$ cat src/hw/rtl/tmp_pkg.sv
// Shared types, constants and helper functions for the trapezoid motion profile core.
// No dependencies; all files but the two interfaces use this package by scoped names.
`default_nettype none

package tmp_pkg;

  localparam int ADDR_W = 5;

  localparam logic [2:0] REG_START_POS  = 3'd0;
  localparam logic [2:0] REG_END_POS    = 3'd1;
  localparam logic [2:0] REG_VEL_LIMIT  = 3'd2;
  localparam logic [2:0] REG_ACC_LIMIT  = 3'd3;
  localparam logic [2:0] REG_TARGET_DUR = 3'd4;

  localparam logic [30:0] TMAX    = 31'h7FFF_FFFF;
  localparam logic [33:0] MAG_CAP = 34'h2_0000_0000;

  typedef struct packed {
    logic signed [31:0] sample_time;
    logic               nonpos;
  } item_t;

  typedef struct packed {
    logic [31:0] start_position;
    logic [31:0] end_position;
    logic [30:0] velocity_limit;
    logic [30:0] accel_limit;
    logic [30:0] target_duration;
  } cfg_t;

  typedef struct packed {
    logic        start;
    logic [33:0] a;
    logic [32:0] b;
  } mul_req_t;

  typedef struct packed {
    logic        done;
    logic [63:0] p;
  } mul_rsp_t;

  typedef struct packed {
    logic        start;
    logic [63:0] n;
    logic [31:0] d;
  } div_req_t;

  typedef struct packed {
    logic        done;
    logic [63:0] q;
    logic [31:0] r;
  } div_rsp_t;

  typedef struct packed {
    logic        start;
    logic [63:0] x;
  } sqrt_req_t;

  typedef struct packed {
    logic        done;
    logic [31:0] root;
  } sqrt_rsp_t;

  // Clamp a magnitude to 2^33.
  function automatic logic [33:0] cap_mag(input logic [63:0] v);
    logic [33:0] res;
    if (v > {30'b0, MAG_CAP}) begin
      res = MAG_CAP;
    end else begin
      res = v[33:0];
    end
    return res;
  endfunction

  // Saturate to signed 32 bits; top bit of the result flags a clip.
  function automatic logic [32:0] sat32(input logic signed [35:0] v);
    logic [32:0] res;
    if (v > 36'sh0_7FFF_FFFF) begin
      res = {1'b1, 32'h7FFF_FFFF};
    end else if (v < -36'sh0_8000_0000) begin
      res = {1'b1, 32'h8000_0000};
    end else begin
      res = {1'b0, v[31:0]};
    end
    return res;
  endfunction

endpackage

`default_nettype wire

$ cat src/hw/rtl/tmp_div.sv
// Shared divider: 64 by 32 bit restoring division, one quotient bit per cycle.
// Depends on tmp_pkg.
`default_nettype none

module tmp_div (
  input  wire logic             clk,
  input  wire logic             rst,
  input  wire tmp_pkg::div_req_t req,
  output tmp_pkg::div_rsp_t     rsp
);

  logic [63:0] nq;
  logic [31:0] den;
  logic [31:0] rem;
  logic [5:0]  cnt;
  logic        busy;
  logic        done;
  logic [32:0] rem_sh;
  logic [32:0] diff;
  logic        ge;

  assign rem_sh = {rem, nq[63]};
  assign diff   = rem_sh - {1'b0, den};
  assign ge     = (rem_sh >= {1'b0, den});

  assign rsp.done = done;
  assign rsp.q    = nq;
  assign rsp.r    = rem;

  always_ff @(posedge clk) begin
    if (req.start) begin
      nq  <= req.n;
      den <= req.d;
      rem <= '0;
    end else if (busy) begin
      nq  <= {nq[62:0], ge};
      rem <= ge ? diff[31:0] : rem_sh[31:0];
    end
  end

  always_ff @(posedge clk) begin
    if (rst) begin
      busy <= 1'b0;
      done <= 1'b0;
      cnt  <= '0;
    end else begin
      done <= 1'b0;
      if (req.start) begin
        busy <= 1'b1;
        cnt  <= '0;
      end else if (busy) begin
        cnt <= cnt + 6'd1;
        if (cnt == 6'd63) begin
          busy <= 1'b0;
          done <= 1'b1;
        end
      end
    end
  end

endmodule

`default_nettype wire

$ cat config.mk
export PLATFORM = sky130hd
export DESIGN_NAME = tmp_div
export DESIGN_NICKNAME = d
export VERILOG_FILES = /design/src/hw/rtl/tmp_pkg.sv /design/src/hw/rtl/tmp_div.sv
export SDC_FILE = /design/constraint.sdc
export NUM_CORES = 1
export LEC_CHECK = 0
export BUFFER_PORTS_ARGS = -buffer_cell sky130_fd_sc_hd__buf_4
export CORE_ASPECT_RATIO = 0.6
export CORE_MARGIN = 3
export CORE_UTILIZATION = 55
export DETAILED_ROUTE_END_ITERATION = 8
export PLACE_DENSITY = 0.82
export SLEW_MARGIN = 20
export SYNTH_ARGS = -nofsm -noshare
export SYNTH_HDL_FRONTEND = slang
export SYNTH_SLANG_ARGS = --single-unit
$ cat constraint.sdc
create_clock -name clk -period 5.45 [get_ports clk]
set_clock_uncertainty 0.2 [all_clocks]
set_input_delay 0.545 -clock clk [delete_from_list [all_inputs] [get_ports clk]]
set_output_delay 0.545 -clock clk [all_outputs]
set_load 0.02 [all_outputs]
[After elaboration in Yosys (flattened, before gate mapping)]
Index checks and enable logic that the tools add are counted.
Word-level totals
  register bits: 136
  input port bits: 99
  output and inout bits: 97
  word-level logic and storage cells: 21
Operators by class
  add/subtract/negate cells: 2
  magnitude comparators: 1
  eq/ne operators: 1
  mux-type cells: 7
  bitwise logic cells: 1
  reduce and logical (&&, ||, !) cells: 3
Operators with widths (count)
  $mux W64: 2
  $ge A33 B32 Y1: 1
  $mux W32: 1
  $sub A32 B32 Y32: 1
  $add A6 B1 Y6 const B: 1
  $eq A6 B6 Y1 const B: 1
  $mux W1: 4
  $reduce_or A3 Y1: 1
  $reduce_bool A2 Y1: 1
  $reduce_or A2 Y1: 1
  $not A1 Y1: 1

[Logic depth before layout (Yosys ltp)]
Gate-level depths: netlist of run 1.
  depth after elaboration: 4
  mapped depth: 13

[Worst setup path after synthesis of run 1]
No wires, ideal clock.
  kind: reg-to-reg
  from: reg rem[17]
  to: reg nq[0], data pin
  setup time: 0.260 ns
  arrival time: 2.469 ns
  required time: 4.990 ns
  slack: 2.521 ns
  cell stages (with the launch flop): 12
  path buffers: 2
  clock period less this slack: 2.929 ns
  path through: dfxtp_1 ha_1 buf_2 a21o_1 a31oi_1 nor3b_1 a31o_2 nor3_4 o21ai_4 nand2_2 buf_2 mux2_2
On the way
  cells in the longest elaborated chain, start to end: 3
Ends and longest elaborated chain
  start, declared: RTL line tmp_div.sv:14  | logic [31:0] rem;
  start signal, assigned: RTL line tmp_div.sv:37  | rem <= ge ? diff[31:0] : rem_sh[31:0];
  $ge A33 B32 Y1: RTL line tmp_div.sv:24  | assign ge = (rem_sh >= {1'b0, den});
  $mux W64: RTL line tmp_div.sv:35  | end else if (busy) begin
  $mux W64: RTL line tmp_div.sv:31  | if (req.start) begin
  end signal, assigned: RTL line tmp_div.sv:32  | nq <= req.n;
  end signal, assigned: RTL line tmp_div.sv:36  | nq <= {nq[62:0], ge};
  end, declared: RTL line tmp_div.sv:12  | logic [63:0] nq;
No other way between the ends. The select of a mux whose other input is x is not followed.
A chain may end at the register's enable or synchronous reset.

[Worst setup path in the final report of run 1]
  from: reg den[20]
  to: reg nq[0], data pin
On the way
  cells in the longest elaborated chain, start to end: 3
Ends and longest elaborated chain
  start, declared: RTL line tmp_div.sv:13  | logic [31:0] den;
  start signal, assigned: RTL line tmp_div.sv:33  | den <= req.d;
  $ge A33 B32 Y1: RTL line tmp_div.sv:24
  $mux W64: RTL line tmp_div.sv:35
  $mux W64: RTL line tmp_div.sv:31
No other way between the ends. The select of a mux whose other input is x is not followed.

==> results of run 1 <==
==> kinds of logic (layout without fill, tap and decap cells) <==
logic type / Yosys count / in the layout / synth area share
AND/OR/NAND/NOR: 184 / 184 / 0.118
buffers and inverters: 92 / 277 / 0.0539
XOR/XNOR: 30 / 30 / 0.0345
AO/OA/AOI/OAI: 165 / 165 / 0.155
multiplexers: 67 / 67 / 0.0986
adder cells (fa/ha/maj): 34 / 34 / 0.0569
flip-flops: 136 / 136 / 0.484
==> per-stage QoR <==
stage	setup WS (ns)	util
2_1_floorplan	2.52	-
3_3_place_gp	2.12	0.690
3_5_place_dp	2.02	0.690
4_1_cts	1.96	0.739
5_1_grt	1.76	0.739
6_report	1.92	0.739
==> Yosys cell counts (3+ instances only) <==
cell type  number
dfxtp_1        40
a32o_1          3
nand2b_1        3
o311a_1         5
nor3_1         10
o41ai_1         3
or2_2           3
o21ai_1         3
nor2_1         56
o21ai_0        32
o21a_1          4
inv_1          45
a31oi_1         5
xnor2_1        20
edfxtp_1       96
a21oi_1        32
or3_1           8
buf_4           3
and2_1          3
mux2i_1         3
a311oi_1       13
ha_1           33
clkbuf_2        3
nand2_1        46
a211oi_1        4
buf_2          13
nand3_1        21
xor2_1         10
a21o_1         16
mux2_2         64
nor4_1          4
nand4_1        15
o31ai_1         3
o211ai_1       11
clkbuf_1       22
o221ai_1        5
==> report_power, final <==
group | switching, mW | internal [mW]
Combinational | 0.379 | 0.288
Clock | 0.523 | 0.748
Sequential | 0.0519 | 1.21
Total | 0.954 | 2.25
==> worst max-delay path, cell delays in order (launching register included) <==
cell      delay, ns
edfxtp_1       0.33
inv_1          0.05
ha_1           0.41
a21o_1         0.27
a31oi_1        0.29
nor3b_1        0.22
a31o_2         0.18
nor3_4         0.07
o21ai_4        0.43
nand2_2        0.40
mux2_2         0.40
==> registers in the layout, summed over array words and instances (netlist names) <==
signal / cells
den: 32
rem: 32
busy: 1
cnt: 6
nq: 64
done: 1
==> layer usage <==
| metal | global-route usage | share of wire |
|---|---|---|
| met1 | 0.406 | 0.42 |
| met2 | 0.441 | 0.45 |
| met3 | 0.0841 | 0.11 |
| met4 | 0.0867 | 0.021 |
| met5 | 0 | 0 |
==> area by class of cell <==
| cell class | instances | area share |
|---|---|---|
| Tap cell | 170 | 0.0218 |
| Clock buffer | 17 | 0.0437 |
| Timing Repair Buffer | 200 | 0.154 |
| Inverter | 45 | 0.0173 |
| Sequential cell | 136 | 0.378 |
| Clock inverter | 15 | 0.0230 |
| Multi-Input combinational cell | 480 | 0.362 |
==> how the worst max path moves through the flow <==
stage / to / slack, ns
detailed placement: nq[0] / 2.02
floorplan: nq[0] / 2.52
global route: nq[0] / 1.76
finish: nq[0] / 1.92
global placement: nq[0] / 2.12
CTS: nq[0] / 1.96
==> results.json, run 1 <==
{
  "reg2reg_from": "den[20]",
  "synth_top_cell_area_share": 0.379,
  "drt_iter0_drc": 684,
  "htree_levels": 4,
  "die-width_um": 158,
  "maxCapViolations": 0,
  "grt-ovfl-total": 0,
  "grt_max_degree": 78,
  "hold_viol_final": 0,
  "ys.flop_type": "edfxtp_1",
  "initial_core_util": 0.578,
  "drt-wirelength-per-cell_um": 21.1,
  "fin_crit_sh": 0.648,
  "final_cell_mix": "buf_4, edfxtp_1, mux2_2",
  "r2r_slack_ns": 1.92,
  "finalSetupViolations": 0,
  "first_global_vias": 6505,
  "syn-cell-area_um2": 7610,
  "p_leak_nw": 4.15,
  "seq_area_um2": 3680,
  "gp_congestion": 1.01,
  "yosysSeqAreaShare": 0.484,
  "drv_slew": 0,
  "via_per_inst": 6.17,
  "grt_first_pass_wirelength_um": 35300,
  "dp.cells": 1031,
  "cts.repair.resized": 0,
  "remaining_drc_errors": 0,
  "r2r_end": "nq[0]",
  "r2r_cells": 10,
  "dpl.hpwl_um": 15700,
  "ys_warn_count": 0,
  "critPathLaunchType": "flop",
  "min_period_ns": 3.53,
  "clkTransAtPathRegs_ns": 0.07,
  "grt_use_total": 0.291,
  "min_path_cells": 2,
  "final_area_um2": 9740,
  "drive_above_1_share": 0.352,
  "fin_cells": 1063,
  "ys_ff_latch": 136,
  "required_ns": 5.42,
  "synth-edff-count": 96,
  "synth_async_sr_flop_share": 0,
  "criticalPathCategory": "flop to flop",
  "max-clock-path-buffers": 2,
  "worstMarginPinSlew_ns": 0.945,
  "numCtsBuffers": 17,
  "multi_input_area_um2": 3520,
  "fp.dieH_um": 97.1,
  "syn-num-nets": 841,
  "vdd_drop_max_uv": 226,
  "hold_buffers": 0,
  "dr.pass1.iters": 5,
  "slew_headroom": 0.370,
  "cts_tree": "yes",
  "finalNetCount": 1013,
  "detail-route-antenna-nets": 0,
  "clock-sinks": 136,
  "synth_top_area_cell": "edfxtp_1",
  "arrival_ns": 3.50,
  "dieArea_um2": 15300,
  "hp-class": "input pin to flop",
  "fmax_mhz": 283,
  "ios": 196,
  "worst_hold_slack_ns": 0.0818,
  "clock_tree.root_cell": "clkbuf_16",
  "vias": 6559,
  "hold_end": "busy",
  "setup_tns_ns": 0,
  "synth_area_leaders": "edfxtp_1, dfxtp_1, mux2_2, ha_1, nor2_1",
  "crit_path_start": "den[20]",
  "row_count": 32,
  "dpl_cell_area_um2": 9090,
  "worstHoldStart": "rst",
  "final_common_cell": "buf_4",
  "yosysUniqueCellTypes": 74,
  "syn_area_per_cell_um2": 10.8,
  "core-area_um2": 13200,
  "antenna_found_initial": 0,
  "cts_setup_buffers": 0,
  "power-per-cell-area_nw_per_um2": 329,
  "syn_inst": 708,
  "drt_wl_total_um": 22400,
  "fillCellCount": 910,
  "status": "finished, final reports clean",
  "portBuffers": 195,
  "worst_setup_path_end_kind": "flop",
  "worstPathMaxFanout": 16,
  "total_power_mw": 3.20,
  "syn_to_final_growth_pct": 27.9,
  "rsz0062_at_grt": "no",
  "antenna_cells": 0,
  "clock_latency_ns": 0.43
}
Note: power is estimated with default switching activity, not from simulation.
==> inputs of run 2 (changes only) <==
ABC_AREA = 1   (was unset)
clock period = 3.4 ns   (was 5.45 ns; I/O delays follow)
==> run 2 against run 1 <==
Net effect:
- clock power rose by 58%
- largest power group unchanged
- die area rose by 7.6%
- final cell count rose by 50%
- area after synthesis rose by 8.0%
- register-to-register slack got worse by 1.3 ns
- synthesized cell count rose by 59%
- first-iteration DRC count rose by 21%
- hold slack got worse by 0.081 ns
- highest routed layer unchanged
- power rose by 49%
==> results.json, run 2 <==
{
  "layout_setup_ws_ns": 0.601,
  "synth_common_cells": "nand2_1, inv_1, edfxtp_1, nand3_1, nor2_1",
  "ios": 196,
  "ys_ff_latch": 136,
  "required_ns": 3.57,
  "arrival_ns": 2.97,
  "p_leak_nw": 5.88,
  "hp-class": "input pin to flop",
  "fp.dieH_um": 101,
  "p_int_mw": 3.36,
  "p_comb_frac": 0.161,
  "via_per_inst": 5.30,
  "syn_area_per_cell_um2": 7.29,
  "fmax_mhz": 357,
  "power-per-cell-area_nw_per_um2": 426,
  "ys_warn_count": 0,
  "drt_iter0_drc": 826,
  "clock_tree.root_cell": "clkbuf_16",
  "first_global_vias": 7982,
  "clkTransAtPathRegs_ns": 0.07,
  "top_register": "nq",
  "detail-route-antenna-nets": 0,
  "seqPwrFrac": 0.415,
  "gp_congestion": 1.01,
  "core-area_um2": 14100,
  "cts_tree": "yes",
  "critPathBufInv": 2,
  "top_regs": "nq (64), den (32), rem (32)",
  "numCtsBuffers": 17,
  "synth_top_area_cell": "edfxtp_1",
  "crit_slowest_cell": "edfxtp_1",
  "drive_above_1_share": 0.191,
  "clock-sinks": 136,
  "grt_max_degree": 66,
  "dr.pass1.iters": 5,
  "synth_async_sr_flop_share": 0,
  "final_cell_mix": "nand2_1, buf_4, inv_1",
  "vias": 8454,
  "antenna_cells": 0,
  "met1_usage": 0.478,
  "criticalPathCategory": "flop to flop",
  "ys.flop_type": "edfxtp_1",
  "synth_area_leaders": "edfxtp_1, nand2_1, dfxtp_1, inv_1, ha_1",
  "status": "finished, final reports clean",
  "worstMarginPinSlew_ns": 0.917,
  "grt_first_pass_wirelength_um": 41900,
  "drt-wirelength-per-cell_um": 17.3,
  "use_met3": 0.0891,
  "fillCellCount": 954,
  "slew_headroom": 0.389,
  "synth_top_cell_area_share": 0.351,
  "syn-num-nets": 1261,
  "finalNetCount": 1524,
  "max-clock-path-buffers": 2,
  "syn_to_final_growth_pct": 35.6,
  "syn_inst": 1128,
  "grt_use_total": 0.330,
  "switchingPower_mw": 1.39,
  "yosysUniqueCellTypes": 36,
  "worst_hold_slack_ns": 0.000922,
  "remaining_drc_errors": 0,
  "initial_core_util": 0.582,
  "die-width_um": 164,
  "sw_frac_of_total": 0.292,
  "setup_tns_ns": 0,
  "cts.repair.resized": 0,
  "row_count": 33,
  "crit_chain": "inv_1 > ha_1 > nand2_2 > inv_1 > a21oi_1 > nand2_1 > nand2_1 > nand2_1 > nor2_4 > nand2_4 > nand2_1 > nand3_1 > nand2_1",
  "dp_worst_setup_slack_ns": 0.691,
  "hold_viol_final": 0,
  "synth-edff-count": 96,
  "clock_latency_ns": 0.43,
  "portBuffers": 195,
  "synth_most_common_cell": "nand2_1",
  "min_period_ns": 2.80,
  "dpl.hpwl_um": 18900,
  "r2r_slack_ns": 0.60,
  "drv_slew": 0,
  "drt_wl_total_um": 27600,
  "syn-cell-area_um2": 8220,
  "top_usage_layer": "met2",
  "grt-ovfl-total": 0,
  "worst_setup_path_end_kind": "flop",
  "critPathLaunchType": "flop",
  "crit_path_frequent_cell": "nand2_1",
  "vdd_drop_max_uv": 282,
  "maxCapViolations": 0,
  "crit_family": "simple AND/OR/NAND/NOR gates",
  "rsz0062_at_grt": "no",
  "htree_levels": 4,
  "yosysSeqAreaShare": 0.448,
  "dieArea_um2": 16500,
  "largest_reg_flops": 64,
  "worstPathMaxFanout": 32,
  "final_common_cell": "nand2_1",
  "gr-usage-met2": 0.484,
  "fin_crit_sh": 0.823,
  "power_frac_clock": 0.423,
  "critPathMaxStageDelay_ns": 0.38,
  "finalSetupViolations": 0,
  "antenna_found_initial": 0
}
[run 2: logic make-up after synthesis]
logic type,synth area share
buffers and inverters,0.105
xor gates and xnor gates,0.0149
AOI/OAI and AO/OA,0.0347
adders and majority gates,0.0526
and+or+nand+nor,0.345
DFF,0.448
[run 2: power groups by stage]
stage / registers, mW / clock network [mW] / logic (mW)
6_report: 1.97 / 2.01 / 0.767
5_1_grt: 1.98 / 2.08 / 0.823
4_1_cts: 1.97 / 1.99 / 0.747
3_5_place_dp: 2.00 / 0 / 0.675
3_3_place_gp: 2.00 / 0 / 0.664
2_1_floorplan: 2.10 / 0 / 0.262
[run 2: final timing paths]
check	from	to	depth (start not counted)
worst max-delay path	den[24]	rem[17]	13
worst max register to register	den[24]	rem[17]	13
worst min-delay path	req[92]	nq[60]	3
worst min register to register	cnt[4]	cnt[4]	1
[run 2: per-layer routing]
metal,vias to the layer above,wire (um)
met1,3883,12100
li1,4037,-
met5,-,0
met2,481,11800
met4,0,624
met3,53,3040
[run 2: repair_timing]
action	in CTS	in global routing
hold buffers	68	1
setup buffers	0	0
endpoints found under the hold margin	68	1
[run 2: through the flow]
step,area (um2),util,instances,power [mW]
CTS,11100,0.789,1595,4.71
global route,11100,0.790,1596,4.89
global placement,9840,0.697,1495,2.66
finish,11100,0.790,1596,4.75
floorplan,8220,-,1128,2.36
detailed placement,9840,0.697,1495,2.68
[run 2: area by class of cell]
cell class / instances / area [um2] / area share
flip-flops and latches: 136 / 3680 / 0.330
well taps: 192 / 240 / 0.0215
multi-input cells: 777 / 3680 / 0.330
inverters: 185 / 696 / 0.0624
repair buffers: 274 / 2230 / 0.200
clock inverters: 15 / 196 / 0.0176
clock buffers: 17 / 425 / 0.0382
[run 2: worst register-to-register path, stage by stage (launching register included)]
cell      delay (ns)
edfxtp_1        0.38
inv_1           0.08
ha_1            0.30
nand2_2         0.17
inv_1           0.05
a21oi_1         0.23
nand2_1         0.12
nand2_1         0.07
nand2_1         0.08
nor2_4          0.34
nand2_4         0.37
nand2_1         0.20
nand3_1         0.09
nand2_1         0.08
==> inputs of run 3 (changes only) <==
clock period = 2.6 ns   (was 3.4 ns; I/O delays follow)
==> run 3 against run 2 <==
Net effect:
- routed wire length increased by 23%
- clock-buffer cell count increased by 1
- global-route usage increased by 6.7 points
- via count increased by 11%
- fmax increased by 9.8%
- clock power increased by 38%
- setup slack got worse by 0.55 ns
- first-iteration DRC count increased by 69%
- die area unchanged
- cell area increased by 6.9%
- core utilization increased by 5.5 points
- sequential cell count unchanged
- largest cell class is now multi-input gates
==> results.json, run 3 (synthesis gave the netlist of run 2 again) <==
{
  "fin_cells": 1655,
  "hold_viol_final": 0,
  "drt_wl_total_um": 34000,
  "dpl_cell_area_um2": 10100,
  "switchingPower_mw": 1.88,
  "slew_headroom": 0.542,
  "final_area_um2": 11900,
  "worst_hold_slack_ns": 0.0141,
  "top_register": "nq",
  "grt_first_pass_wirelength_um": 49600,
  "syn_to_final_growth_pct": 45.0,
  "p_leak_nw": 6.22,
  "vdd_drop_max_uv": 430,
  "hp-class": "input pin to flop",
  "clock_tree.root_cell": "clkbuf_16",
  "antenna_found_initial": 0,
  "remaining_drc_errors": 0,
  "fillCellCount": 772,
  "numCtsBuffers": 17,
  "min_period_ns": 2.55,
  "finalNetCount": 1581,
  "final_cell_mix": "nand2_1, buf_4, inv_1",
  "critPathLaunchType": "flop",
  "htree_levels": 4,
  "top_regs": "nq (64), den (32), rem (32)",
  "drive_above_1_share": 0.222,
  "first_global_vias": 9074,
  "final_common_cell": "nand2_1",
  "grt-ovfl-total": 0,
  "clock_latency_ns": 0.44,
  "via_per_inst": 5.68,
  "core-area_um2": 14100,
  "dieArea_um2": 16500,
  "largest_reg_flops": 64,
  "seqPwrFrac": 0.400,
  "total_power_mw": 6.50,
  "finalSetupViolations": 0,
  "die-width_um": 164,
  "row_count": 33,
  "criticalPathCategory": "flop to flop",
  "maxCapViolations": 0,
  "worst_setup_path_end_kind": "flop",
  "ios": 196,
  "grt_max_degree": 59,
  "fp.dieH_um": 101,
  "drt-wirelength-per-cell_um": 20.5,
  "cts_tree": "yes",
  "power_frac_clock": 0.426,
  "worstMarginPinSlew_ns": 0.687,
  "grt_use_total": 0.398,
  "portBuffers": 195,
  "status": "finished, final reports clean",
  "sw_frac_of_total": 0.289,
  "required_ns": 2.72,
  "p_comb_frac": 0.174,
  "gp_congestion": 0.974,
  "dpl.hpwl_um": 20000,
  "arrival_ns": 2.67,
  "power-per-cell-area_nw_per_um2": 545,
  "detail-route-antenna-nets": 0,
  "dr.pass1.iters": 6,
  "dp.cells": 1520,
  "fin_crit_sh": 0.980,
  "clkTransAtPathRegs_ns": 0.07,
  "clock-sinks": 136,
  "drt_iter0_drc": 1400,
  "vias": 9399,
  "max-clock-path-buffers": 2,
  "initial_core_util": 0.582,
  "worstPathMaxFanout": 17,
  "drv_slew": 0,
  "fmax_mhz": 392,
  "p_int_mw": 4.62
}
## run 3: cell types whose count changed in the layout (fill, tap and decap cells not counted), moves of 4 or more
| cell | before | now |
|---|---|---|
| inv_8 | 6 | 2 |
| nand2_1 | 501 | 494 |
| nand2_2 | 9 | 15 |
| nor2_1 | 41 | 36 |
| buf_4 | 205 | 224 |
| ha_2 | 0 | 5 |
| ha_1 | 33 | 25 |
| nor2_2 | 7 | 11 |
| dlygate4sd3_1 | 69 | 97 |
| buf_12 | 0 | 7 |
## run 3: final timing paths
kind | startpoint | end | slack, ns | cells past startpoint
worst max-delay path | den[7] | rem[2] | 0.05 | 15
worst min-delay path | req[35] | nq[3] | 0.01 | 3
worst max register to register | den[7] | rem[2] | 0.05 | 15
worst min register to register | rem[16] | rem[16] | 0.29 | 2
## run 3: per-stage QoR
step | util | setup slack (ns) | TNS (ns)
2_1_floorplan | - | 0.278 | 0
3_3_place_gp | 0.713 | -0.0386 | -0.0386
3_5_place_dp | 0.713 | 0.0120 | 0
4_1_cts | 0.828 | 0.0192 | 0
5_1_grt | 0.844 | -0.0267 | -0.0571
6_report | 0.844 | 0.0512 | 0
## run 3: critical path, stage by stage (launching register included)
cell and delay, ns:
edfxtp_1 0.38, inv_1 0.10, ha_1 0.30, nand2_1 0.20, inv_1 0.07, nand2_1 0.08
nand2_1 0.08, inv_1 0.07, nand3_2 0.10, nand2_2 0.09, nand2_2 0.07, nand2_4 0.12
buf_8 0.19, nand3_1 0.12, nand3_1 0.16, o21ai_2 0.09
## run 3: power groups by stage
stage	Clock, mW	Sequential (mW)	Combinational, mW
floorplan	0	2.74	0.343
global placement	0	2.61	0.894
detailed placement	0	2.62	0.910
CTS	2.71	2.58	1.04
global route	2.83	2.61	1.19
finish	2.77	2.60	1.13
## run 3: timing repair
item,4_1_cts,5_1_grt
hold buffers,97,0
setup endpoints to repair,2,27
hold endpoints to repair,100,0
gates resized for setup,1,43
buffers inserted,0,3
cloned,0,1
pin swaps,0,3
## run 3: area by class of cell
| type | instances | area [um2] | area share |
|---|---|---|---|
| multi-input combinational | 777 | 3810 | 0.320 |
| clock buffer | 18 | 429 | 0.0360 |
| antenna | 2 | 5.00 | 0.000420 |
| tap | 192 | 240 | 0.0201 |
| sequential | 136 | 3680 | 0.309 |
| clock inverter | 14 | 211 | 0.0177 |
| inverter | 185 | 694 | 0.0582 |
| timing repair buffer | 331 | 2850 | 0.239 |
## run 3: routing by layer
layer	vias up	GRT usage	wire length [um]
met5	-	0	0
met4	0	0.179	1910
met3	189	0.110	4510
met2	790	0.617	14800
met1	4266	0.524	12700
li1	4154	-	-
